`src/dns_query_builder_assert.svh`:
```
// assertion macros shared by the dns query builder rtl
// no dependencies; included by files that carry concurrent assertions
`ifndef DNS_QUERY_BUILDER_ASSERT_SVH
`define DNS_QUERY_BUILDER_ASSERT_SVH

// same-cycle implication, held off during reset
`define DQB_ASSERT_NOW(lbl, clk, rst_n, ante, cons, msg) \
    lbl: assert property (@(posedge clk) disable iff (!rst_n) (ante) |-> (cons)) \
        else $error(msg);

// next-cycle implication, held off during reset
`define DQB_ASSERT_NEXT(lbl, clk, rst_n, ante, cons, msg) \
    lbl: assert property (@(posedge clk) disable iff (!rst_n) (ante) |=> (cons)) \
        else $error(msg);

`endif

```
`src/dqb_pkg.sv`:
```
// types, codes and constants of the dns query builder
// no dependencies; imported by dqb_front, dqb_back and the top level
`timescale 1ns / 1ps
`default_nettype none

package dqb_pkg;

    // default label limit and sizes
    localparam int MAX_LABEL_DEF = 32;
    localparam int CMD_DEPTH     = 2;
    localparam int RES_DEPTH     = 4;
    localparam int CFG_IDX_W     = 8;
    localparam int HDR_BYTES     = 12;
    localparam int TAIL_BYTES    = 5;

    localparam logic [7:0]  DOT_CHAR = 8'd46;
    localparam logic [15:0] QDCOUNT  = 16'h0001;

    // config register indexes and reset values
    localparam logic [CFG_IDX_W-1:0] CFG_QUERY_ID     = 8'd0;
    localparam logic [CFG_IDX_W-1:0] CFG_HEADER_FLAGS = 8'd1;
    localparam logic [CFG_IDX_W-1:0] CFG_QUERY_TYPE   = 8'd2;
    localparam logic [CFG_IDX_W-1:0] CFG_QUERY_CLASS  = 8'd3;

    localparam logic [15:0] RST_QUERY_ID     = 16'hff00;
    localparam logic [15:0] RST_HEADER_FLAGS = 16'h0100;
    localparam logic [15:0] RST_QUERY_TYPE   = 16'h0001;
    localparam logic [15:0] RST_QUERY_CLASS  = 16'h0001;

    // item kinds
    localparam logic KIND_CHAR = 1'b0;
    localparam logic KIND_END  = 1'b1;

    // command operations from front to back
    localparam logic [1:0] OP_CHAR = 2'd0;
    localparam logic [1:0] OP_DOT  = 2'd1;
    localparam logic [1:0] OP_END  = 2'd2;

    typedef struct packed {
        logic       kind;
        logic [7:0] name_char;
    } t_item;

    typedef struct packed {
        logic [7:0] out_byte;
        logic       last_byte;
        logic       label_overflow;
    } t_res;

    typedef struct packed {
        logic       hdr;
        logic [1:0] op;
        logic [7:0] ch;
    } t_cmd;

    typedef struct packed {
        logic [15:0] query_id;
        logic [15:0] header_flags;
        logic [15:0] query_type;
        logic [15:0] query_class;
    } t_cfg;

endpackage

`default_nettype wire

```
`src/dqb_ram.sv`:
```
// generic single write port ram with registered, enabled read
// no dependencies
`timescale 1ns / 1ps
`default_nettype none

module dqb_ram #(
    parameter int Width = 8,
    parameter int Depth = 32,
    parameter int AddrW = (Depth > 1) ? $clog2(Depth) : 1
) (
    input  wire logic             i_clk,
    input  wire logic             i_we,
    input  wire logic [AddrW-1:0] i_waddr,
    input  wire logic [Width-1:0] i_wdata,
    input  wire logic             i_re,
    input  wire logic [AddrW-1:0] i_raddr,
    output logic      [Width-1:0] o_rdata
);

    logic [Width-1:0] r_mem [Depth];
    logic [Width-1:0] r_rdata;

    // write port
    always_ff @(posedge i_clk) begin
        if (i_we) begin
            r_mem[i_waddr] <= i_wdata;
        end
    end

    // registered read, holds while not enabled
    always_ff @(posedge i_clk) begin
        if (i_re) begin
            r_rdata <= r_mem[i_raddr];
        end
    end

    assign o_rdata = r_rdata;

endmodule

`default_nettype wire

```
`src/dqb_fifo.sv`:
```
// small register queue, head shown on the output while not empty
// no dependencies; depth must be a power of two
`timescale 1ns / 1ps
`default_nettype none

module dqb_fifo #(
    parameter int Width = 8,
    parameter int Depth = 2
) (
    input  wire logic             i_clk,
    input  wire logic             i_rst_n,
    input  wire logic             i_push,
    input  wire logic [Width-1:0] i_data,
    output logic                  o_full,
    input  wire logic             i_pop,
    output logic      [Width-1:0] o_data,
    output logic                  o_empty
);

    localparam int PW = $clog2(Depth);

    logic [Width-1:0] r_mem [Depth];
    logic [PW:0]      r_wr, n_wr;
    logic [PW:0]      r_rd, n_rd;
    logic             wr_en;
    logic             rd_en;

    // pointer compare with wrap bit
    assign o_empty = (r_wr == r_rd);
    assign o_full  = (r_wr[PW] != r_rd[PW]) && (r_wr[PW-1:0] == r_rd[PW-1:0]);
    assign wr_en   = i_push && !o_full;
    assign rd_en   = i_pop && !o_empty;
    assign n_wr    = wr_en ? r_wr + 1'b1 : r_wr;
    assign n_rd    = rd_en ? r_rd + 1'b1 : r_rd;
    assign o_data  = r_mem[r_rd[PW-1:0]];

    // pointers
    always_ff @(posedge i_clk) begin
        if (!i_rst_n) begin
            r_wr <= '0;
            r_rd <= '0;
        end else begin
            r_wr <= n_wr;
            r_rd <= n_rd;
        end
    end

    // storage
    always_ff @(posedge i_clk) begin
        if (wr_en) begin
            r_mem[r_wr[PW-1:0]] <= i_data;
        end
    end

endmodule

`default_nettype wire

```
`src/dqb_front.sv`:
```
// front end: accepts name items, tags the first one of a name for a header
// and classifies each as character, dot or end; depends on dqb_pkg
`timescale 1ns / 1ps
`default_nettype none

module dqb_front (
    input  wire logic           i_clk,
    input  wire logic           i_rst_n,
    input  wire logic           i_push,
    input  wire dqb_pkg::t_item i_in,
    output logic                o_full,
    output logic                o_cmd_push,
    output dqb_pkg::t_cmd       o_cmd,
    input  wire logic           i_cmd_full
);

    import dqb_pkg::*;

    logic r_hdr_done, n_hdr_done;
    logic accept;

    assign o_full     = i_cmd_full;
    assign accept     = i_push && !i_cmd_full;
    assign o_cmd_push = accept;

    // classify the item
    always_comb begin
        o_cmd.hdr = !r_hdr_done;
        o_cmd.ch  = i_in.name_char;
        if (i_in.kind == KIND_END) begin
            o_cmd.op = OP_END;
        end else if (i_in.name_char == DOT_CHAR) begin
            o_cmd.op = OP_DOT;
        end else begin
            o_cmd.op = OP_CHAR;
        end
    end

    // header pending until the end item rearms it
    always_comb begin
        n_hdr_done = r_hdr_done;
        if (accept) begin
            n_hdr_done = (o_cmd.op != OP_END);
        end
    end

    always_ff @(posedge i_clk) begin
        if (!i_rst_n) begin
            r_hdr_done <= 1'b0;
        end else begin
            r_hdr_done <= n_hdr_done;
        end
    end

endmodule

`default_nettype wire

```
`src/dqb_back.sv`:
```
// back end: runs commands, keeps the label store, emits header, labels
// and trailer bytes into the result queue; depends on dqb_pkg and dqb_ram
`timescale 1ns / 1ps
`default_nettype none

module dqb_back #(
    parameter int MaxLabel = dqb_pkg::MAX_LABEL_DEF
) (
    input  wire logic          i_clk,
    input  wire logic          i_rst_n,
    input  wire dqb_pkg::t_cfg i_cfg,
    input  wire dqb_pkg::t_cmd i_cmd,
    input  wire logic          i_cmd_empty,
    output logic               o_cmd_pop,
    output logic               o_res_push,
    output dqb_pkg::t_res      o_res,
    input  wire logic          i_res_full
);

    import dqb_pkg::*;

    localparam int CW = $clog2(MaxLabel + 1);
    localparam int AW = (MaxLabel > 1) ? $clog2(MaxLabel) : 1;

    localparam logic [2:0] S_IDLE  = 3'd0;
    localparam logic [2:0] S_HDR   = 3'd1;
    localparam logic [2:0] S_LEN   = 3'd2;
    localparam logic [2:0] S_CHARS = 3'd3;
    localparam logic [2:0] S_TAIL  = 3'd4;

    logic [2:0]    r_state, n_state;
    logic [1:0]    r_op, n_op;
    logic [7:0]    r_ch, n_ch;
    logic [3:0]    r_idx, n_idx;
    logic [CW-1:0] r_count, n_count;
    logic          r_trunc, n_trunc;
    logic [CW-1:0] r_rd, n_rd;
    logic [CW-1:0] r_out, n_out;
    logic          r_dv, n_dv;

    logic          do_store;
    logic [7:0]    st_wdata;
    logic          st_we;
    logic          rd_en;
    logic          push_char;
    logic [7:0]    rd_data;

    // header byte by position
    function automatic logic [7:0] f_hdr_byte(input logic [3:0] idx, input t_cfg cfg);
        logic [7:0] b;
        unique case (idx)
            4'd0:    b = cfg.query_id[15:8];
            4'd1:    b = cfg.query_id[7:0];
            4'd2:    b = cfg.header_flags[15:8];
            4'd3:    b = cfg.header_flags[7:0];
            4'd4:    b = QDCOUNT[15:8];
            4'd5:    b = QDCOUNT[7:0];
            default: b = 8'h00;
        endcase
        return b;
    endfunction

    // trailer byte by position: root, qtype, qclass
    function automatic logic [7:0] f_tail_byte(input logic [3:0] idx, input t_cfg cfg);
        logic [7:0] b;
        unique case (idx)
            4'd1:    b = cfg.query_type[15:8];
            4'd2:    b = cfg.query_type[7:0];
            4'd3:    b = cfg.query_class[15:8];
            4'd4:    b = cfg.query_class[7:0];
            default: b = 8'h00;
        endcase
        return b;
    endfunction

    // label store
    dqb_ram #(
        .Width (8),
        .Depth (MaxLabel),
        .AddrW (AW)
    ) u_store (
        .i_clk   (i_clk),
        .i_we    (st_we),
        .i_waddr (r_count[AW-1:0]),
        .i_wdata (st_wdata),
        .i_re    (rd_en),
        .i_raddr (r_rd[AW-1:0]),
        .o_rdata (rd_data)
    );

    assign push_char = (r_state == S_CHARS) && r_dv && !i_res_full;

    // sequencer
    always_comb begin
        n_state    = r_state;
        n_op       = r_op;
        n_ch       = r_ch;
        n_idx      = r_idx;
        n_count    = r_count;
        n_trunc    = r_trunc;
        n_rd       = r_rd;
        n_out      = r_out;
        n_dv       = r_dv;
        o_cmd_pop  = 1'b0;
        o_res_push = 1'b0;
        o_res      = '0;
        do_store   = 1'b0;
        st_wdata   = r_ch;
        st_we      = 1'b0;
        rd_en      = 1'b0;

        unique case (r_state)
            S_IDLE: begin
                if (!i_cmd_empty) begin
                    o_cmd_pop = 1'b1;
                    n_op      = i_cmd.op;
                    n_ch      = i_cmd.ch;
                    if (i_cmd.hdr) begin
                        n_state = S_HDR;
                        n_idx   = '0;
                    end else if (i_cmd.op == OP_CHAR) begin
                        do_store = 1'b1;
                        st_wdata = i_cmd.ch;
                    end else begin
                        n_state = S_LEN;
                    end
                end
            end
            S_HDR: begin
                if (!i_res_full) begin
                    o_res_push     = 1'b1;
                    o_res.out_byte = f_hdr_byte(r_idx, i_cfg);
                    if (r_idx == 4'(HDR_BYTES - 1)) begin
                        if (r_op == OP_CHAR) begin
                            do_store = 1'b1;
                            n_state  = S_IDLE;
                        end else begin
                            n_state = S_LEN;
                        end
                    end else begin
                        n_idx = r_idx + 4'd1;
                    end
                end
            end
            S_LEN: begin
                if (!i_res_full) begin
                    o_res_push           = 1'b1;
                    o_res.out_byte       = 8'(r_count);
                    o_res.label_overflow = r_trunc;
                    if (r_count == '0) begin
                        n_trunc = 1'b0;
                        n_idx   = '0;
                        n_state = (r_op == OP_END) ? S_TAIL : S_IDLE;
                    end else begin
                        n_state = S_CHARS;
                        n_rd    = '0;
                        n_out   = '0;
                        n_dv    = 1'b0;
                    end
                end
            end
            S_CHARS: begin
                // read one entry ahead, hold it while the queue is full
                rd_en = (r_rd != r_count) && (!r_dv || push_char);
                if (rd_en) begin
                    n_rd = r_rd + 1'b1;
                    n_dv = 1'b1;
                end else if (push_char) begin
                    n_dv = 1'b0;
                end
                if (push_char) begin
                    o_res_push     = 1'b1;
                    o_res.out_byte = rd_data;
                    n_out          = r_out + 1'b1;
                    if (r_out + 1'b1 == r_count) begin
                        n_count = '0;
                        n_trunc = 1'b0;
                        n_idx   = '0;
                        n_state = (r_op == OP_END) ? S_TAIL : S_IDLE;
                    end
                end
            end
            S_TAIL: begin
                if (!i_res_full) begin
                    o_res_push      = 1'b1;
                    o_res.out_byte  = f_tail_byte(r_idx, i_cfg);
                    o_res.last_byte = (r_idx == 4'(TAIL_BYTES - 1));
                    if (r_idx == 4'(TAIL_BYTES - 1)) begin
                        n_state = S_IDLE;
                    end else begin
                        n_idx = r_idx + 4'd1;
                    end
                end
            end
            default: begin
                n_state = S_IDLE;
            end
        endcase

        // character store, extra characters only set the flag
        if (do_store) begin
            if (r_count < CW'(MaxLabel)) begin
                st_we   = 1'b1;
                n_count = r_count + 1'b1;
            end else begin
                n_trunc = 1'b1;
            end
        end
    end

    // control state
    always_ff @(posedge i_clk) begin
        if (!i_rst_n) begin
            r_state <= S_IDLE;
            r_op    <= OP_CHAR;
            r_idx   <= '0;
            r_count <= '0;
            r_trunc <= 1'b0;
            r_rd    <= '0;
            r_out   <= '0;
            r_dv    <= 1'b0;
        end else begin
            r_state <= n_state;
            r_op    <= n_op;
            r_idx   <= n_idx;
            r_count <= n_count;
            r_trunc <= n_trunc;
            r_rd    <= n_rd;
            r_out   <= n_out;
            r_dv    <= n_dv;
        end
    end

    // held character
    always_ff @(posedge i_clk) begin
        r_ch <= n_ch;
    end

endmodule

`default_nettype wire

```
`src/dns_query_builder.sv`:
```
// dns query builder top level: config registers, front end, command queue,
// back end and result queue; depends on dqb_pkg and all dqb_ modules
`timescale 1ns / 1ps
`default_nettype none

// Builds a DNS query packet, one byte per result, from a domain name given one
// character per input item, the end item closing the name. The first item of a
// name brings the 12-byte header; a dot or the end item brings the label's
// length byte and its characters; the end item adds the root byte, QTYPE and
// QCLASS and flags the last byte. Labels keep at most MaxLabel characters; the
// length byte of a clipped label carries label_overflow. The front end takes one
// item per cycle, while the command queue is not full, into a two-entry command
// queue. The back end stores a character, or writes out a header, a label or a
// trailer, and takes the next command only once it is idle again; its label
// store is read one entry per cycle while the result queue is not full. A
// four-entry result queue lets the back end run ahead of pop.
// Config writes are taken every cycle and must only happen while the block is idle.
module dns_query_builder #(
    parameter int MaxLabel = dqb_pkg::MAX_LABEL_DEF
) (
    input  wire logic                            i_clk,
    input  wire logic                            i_rst_n,
    input  wire logic                            i_push,
    input  wire dqb_pkg::t_item                  i_in,
    output logic                                 o_full,
    output logic                                 o_empty,
    input  wire logic                            i_pop,
    output dqb_pkg::t_res                        o_out,
    input  wire logic                            i_cfg_valid,
    output logic                                 o_cfg_ready,
    input  wire logic [dqb_pkg::CFG_IDX_W-1:0]   i_cfg_index,
    input  wire logic [15:0]                     i_cfg_data
);

    import dqb_pkg::*;

    `include "dns_query_builder_assert.svh"

    t_cfg  r_cfg, n_cfg;
    t_cmd  cmd_in;
    t_cmd  cmd_out;
    t_res  res_in;
    t_res  res_out;
    logic  cmd_push;
    logic  cmd_full;
    logic  cmd_empty;
    logic  cmd_pop;
    logic  res_push;
    logic  res_full;
    logic  cfg_we;

    // config register file
    assign o_cfg_ready = 1'b1;
    assign cfg_we      = i_cfg_valid && o_cfg_ready;

    always_comb begin
        n_cfg = r_cfg;
        if (cfg_we) begin
            unique case (i_cfg_index)
                CFG_QUERY_ID:     n_cfg.query_id     = i_cfg_data;
                CFG_HEADER_FLAGS: n_cfg.header_flags = i_cfg_data;
                CFG_QUERY_TYPE:   n_cfg.query_type   = i_cfg_data;
                CFG_QUERY_CLASS:  n_cfg.query_class  = i_cfg_data;
                default:          n_cfg = r_cfg;
            endcase
        end
    end

    always_ff @(posedge i_clk) begin
        if (!i_rst_n) begin
            r_cfg.query_id     <= RST_QUERY_ID;
            r_cfg.header_flags <= RST_HEADER_FLAGS;
            r_cfg.query_type   <= RST_QUERY_TYPE;
            r_cfg.query_class  <= RST_QUERY_CLASS;
        end else begin
            r_cfg <= n_cfg;
        end
    end

    // front end
    dqb_front u_front (
        .i_clk      (i_clk),
        .i_rst_n    (i_rst_n),
        .i_push     (i_push),
        .i_in       (i_in),
        .o_full     (o_full),
        .o_cmd_push (cmd_push),
        .o_cmd      (cmd_in),
        .i_cmd_full (cmd_full)
    );

    // command queue
    dqb_fifo #(
        .Width ($bits(t_cmd)),
        .Depth (CMD_DEPTH)
    ) u_cmd_q (
        .i_clk   (i_clk),
        .i_rst_n (i_rst_n),
        .i_push  (cmd_push),
        .i_data  (cmd_in),
        .o_full  (cmd_full),
        .i_pop   (cmd_pop),
        .o_data  (cmd_out),
        .o_empty (cmd_empty)
    );

    // back end
    dqb_back #(
        .MaxLabel (MaxLabel)
    ) u_back (
        .i_clk       (i_clk),
        .i_rst_n     (i_rst_n),
        .i_cfg       (r_cfg),
        .i_cmd       (cmd_out),
        .i_cmd_empty (cmd_empty),
        .o_cmd_pop   (cmd_pop),
        .o_res_push  (res_push),
        .o_res       (res_in),
        .i_res_full  (res_full)
    );

    // result queue
    dqb_fifo #(
        .Width ($bits(t_res)),
        .Depth (RES_DEPTH)
    ) u_res_q (
        .i_clk   (i_clk),
        .i_rst_n (i_rst_n),
        .i_push  (res_push),
        .i_data  (res_in),
        .o_full  (res_full),
        .i_pop   (i_pop),
        .o_data  (res_out),
        .o_empty (o_empty)
    );

    assign o_out = res_out;

    // checks
    `DQB_ASSERT_NOW(a_no_push_full, i_clk, i_rst_n, res_push, !res_full,
        "back end pushed a request into a full result queue")
    `DQB_ASSERT_NOW(a_no_pop_empty, i_clk, i_rst_n, cmd_pop, !cmd_empty,
        "back end popped an empty command queue")
    `DQB_ASSERT_NOW(a_flag_excl, i_clk, i_rst_n, res_push,
        !(res_in.last_byte && res_in.label_overflow),
        "last byte and label overflow set on one request")
    `DQB_ASSERT_NEXT(a_cmd_taken, i_clk, i_rst_n, cmd_push && !cmd_full, !cmd_empty,
        "accepted command did not reach the queue")

endmodule

`default_nettype wire
```
`config.mk`:
```
export PLATFORM = sky130hd
export DESIGN_NAME = dns_query_builder
export DESIGN_NICKNAME = d
export VERILOG_FILES = /design/src/dqb_pkg.sv /design/src/dqb_ram.sv /design/src/dqb_fifo.sv /design/src/dqb_front.sv /design/src/dqb_back.sv /design/src/dns_query_builder.sv
export VERILOG_INCLUDE_DIRS = /design/src /design/src/src
export SDC_FILE = /design/constraint.sdc
export NUM_CORES = 1
export LEC_CHECK = 0
export BUFFER_PORTS_ARGS = -buffer_cell sky130_fd_sc_hd__buf_2
export CAP_MARGIN = 20
export CORE_UTILIZATION = 62
export CTS_CLUSTER_DIAMETER = 60
export CTS_CLUSTER_SIZE = 30
export DETAILED_ROUTE_END_ITERATION = 10
export PLACE_DENSITY_LB_ADDON = 0.05
export SYNTH_ARGS = -nofsm -noshare
export SYNTH_HDL_FRONTEND = slang
export SYNTH_SLANG_ARGS = --single-unit
```
`constraint.sdc`:
```
create_clock -name i_clk -period 3.4 [get_ports i_clk]
set_input_delay 0.68 -clock i_clk [delete_from_list [all_inputs] [get_ports i_clk]]
set_output_delay 0.68 -clock i_clk [all_outputs]
set_load 0.02 [all_outputs]
```
==> impl_metrics.tcl <==
set metrics [dict create \
    antenna_cells 0 \
    cts_buffer_depth 3 \
    power_mw 12.8 \
    hp-class "in -> reg" \
    startpoint_type "flip-flop" \
    cts_max_level 1 \
    ys_ff_latch 441 \
    antenna_left 0 \
    vias_per_cell 6.35 \
    cp-startpoint "u_back.r_state[1]" \
    synth-edff-count 334 \
    area_growth_pct 11.6 \
    drcViolationCount 0 \
    slew_headroom_pct 35.6 \
    yosys.area.top_type "edfxtp_1" \
    tightestPinTransition_ns 0.965 \
    numCtsBuffers 31 \
    die_h_um 174 \
    numPortBuffers 49 \
    cts_setup_buffers 0 \
    powerDensity_nw_per_um2 628 \
    cts.repair.resized 0 \
    ys_warn_count 0 \
    maxSlewViolCount 0 \
    synth-main-ff-cell "edfxtp_1" \
    die_area_um2 30200 \
    clock-sinks 441 \
    grt_pass1_vias 10895 \
    path_class "reg -> reg" \
    endpoint_kind "flip-flop" \
    antenna_found_initial 0 \
    r2r-start "u_back.r_state[1]" \
    crit_path_max_fanout 11 \
    vias 11078 \
    worst_skew_pair.late_latency_ns 0.61 \
    hold_violations 0 \
    dp_hpwl_um 26900 \
    start_util_pct 63.4 \
    drt-pass1-iter-count 5 \
    synth.avg_cell_area_um2 14.6 \
    die_w_um 174 \
    seq_area_frac_synth_pct 66.5 \
    period_minus_slack_ns 2.92 \
    wl_per_cell_um 23.6 \
    core-area_um2 28900 \
    synthTopCellsByCount "edfxtp_1, nand2_1, dfxtp_1" \
    synth_most_common_cell "edfxtp_1" \
    required_ns 3.65 \
    grt_max_degree 54 \
    hold_buffers 0 \
    cts_root_buf "clkbuf_16" \
    tns_ns 0 \
    grt_first_pass_wirelength_um 63500 \
    tritoncts "done" \
    nets 1391 \
    synth.distinct_cells 75 \
    drt_iter0_drc 1103 \
    wirelength_um 41100 \
    finalSetupViolCount 0 \
    async_flop_share_pct 0 \
    synth.net_count 1304 \
    grt_overflow 0 \
    fmax_mhz 343 \
    drive_above_1_share_pct 21.9 \
    rows 62 \
    p_leak_nw 6.63 \
    min_period_over_period_pct 85.8 \
    synth_top_area_share_pct 54.8 \
    postSynthCellCount 1251 \
    clk_pin_slew_worst_paths_ns 0.08 \
    ir_worst_vdd_uv 650 \
    place_congestion 0.863 \
    track_usage_pct 27.8 \
    fin_skew_ns 0.0397 \
    syn_area_um2 18300 \
    yosys-top-cells-area "edfxtp_1, dfxtp_1, mux4_2" \
    status "finished, final reports clean" \
    hold_start "i_in[5]" \
    worstPathArrival_ns 3.17 \
    maxCapViolCount 0 \
    rsz0062_at_grt "false" \
    ios 51 \
]
[kinds of logic after synthesis]
| kind of cell | share of synthesized area (%) |
|---|---|
| and+or+nand+nor | 8.90 |
| muxes | 12.5 |
| xor gates and xnor gates | 1.63 |
| AOI/OAI and AO/OA | 7.35 |
| other | 0.0205 |
| buffers and inverters | 2.10 |
| adders and majority gates | 1.03 |
| DFF | 66.5 |
[metrics by stage]
| stage | cell area [um2] | utilization (%) | hold WS [ns] | worst slack [ns] | std cells |
|---|---|---|---|---|---|
| floorplan | 18300 | - | 0.428 | 0.863 | 1251 |
| CTS | 20400 | 70.8 | 0.256 | 0.527 | 1745 |
| finish | 20400 | 70.8 | 0.286 | 0.481 | 1745 |
| detailed placement | 19400 | 67.1 | 0.445 | 0.568 | 1689 |
| global route | 20400 | 70.8 | 0.282 | 0.301 | 1745 |
| global placement | 19400 | 67.1 | 0.439 | 0.607 | 1689 |
[area by class of cell]
class / instances / area (um2)
repair buffers: 129 / 871
flip-flops and latches: 441 / 12200
well taps: 384 / 480
inverters: 20 / 75.1
fillers: 1973 / 8440
clock inverters: 23 / 282
clock buffers: 33 / 783
multi-input cells: 715 / 5750
[state kept, by name, summed over array words and instances, names as in the netlist, 3 cells and up, named ones only]
name	count
u_back.u_store.o_rdata	8
u_res_q.r_rd	3
u_back.u_store.r_mem	256
u_back.r_rd	6
u_back.r_count	6
u_cmd_q.r_mem	22
u_back.r_ch	8
u_back.r_out	6
u_back.r_state	3
u_res_q.r_wr	3
u_res_q.r_mem	40
u_back.r_idx	4
r_cfg	64
[report_power, final]
group	internal (mW)	switching, mW	total, mW	leakage [nW]
registers	6.55	0.176	6.73	3.88
clock network	1.93	1.98	3.91	0.509
logic	0.693	1.49	2.19	2.23
[worst paths after layout]
check | slack, ns | endpoint | cells after the start
hold reg to reg | 0.46 | r_cfg[48] | 2
setup reg to reg | 0.48 | u_back.u_store.o_rdata[2] | 6
setup / recovery | 0.48 | u_back.u_store.o_rdata[2] | 6
hold / removal | 0.29 | u_cmd_q.r_mem[1][5] | 1
[placed cells by master, fill, tap and decap left out, types with 13 or more instances in the layout]
cell and instances:
buf_4 78, nand2_1 177, nor2_1 66, nand3_1 27, ha_1 15, mux4_2 90, or3_1 13, a22o_1 23
dfxtp_1 105, inv_1 18, clkbuf_16 31, a21oi_1 70, buf_2 49, edfxtp_1 334, xnor2_1 23, o21ai_0 34
[per-layer routing]
layer  GRT usage (%)  up-vias  routed length [um]
met5               0        -                   0
met4            9.21        0                1320
met3            3.07       85                2680
met2            47.3      486               20800
met1            37.8     5548               16300
li1                -     4959                   -
[critical path, stage by stage (launching register included)]
cell and delay, ns:
dfxtp_1 0.53, buf_4 0.24, and4b_1 0.51, o31ai_2 0.30
and2_0 0.39, or2_2 0.39, inv_1 0.24
No activity file was read; power rests on OpenSTA's default activity.
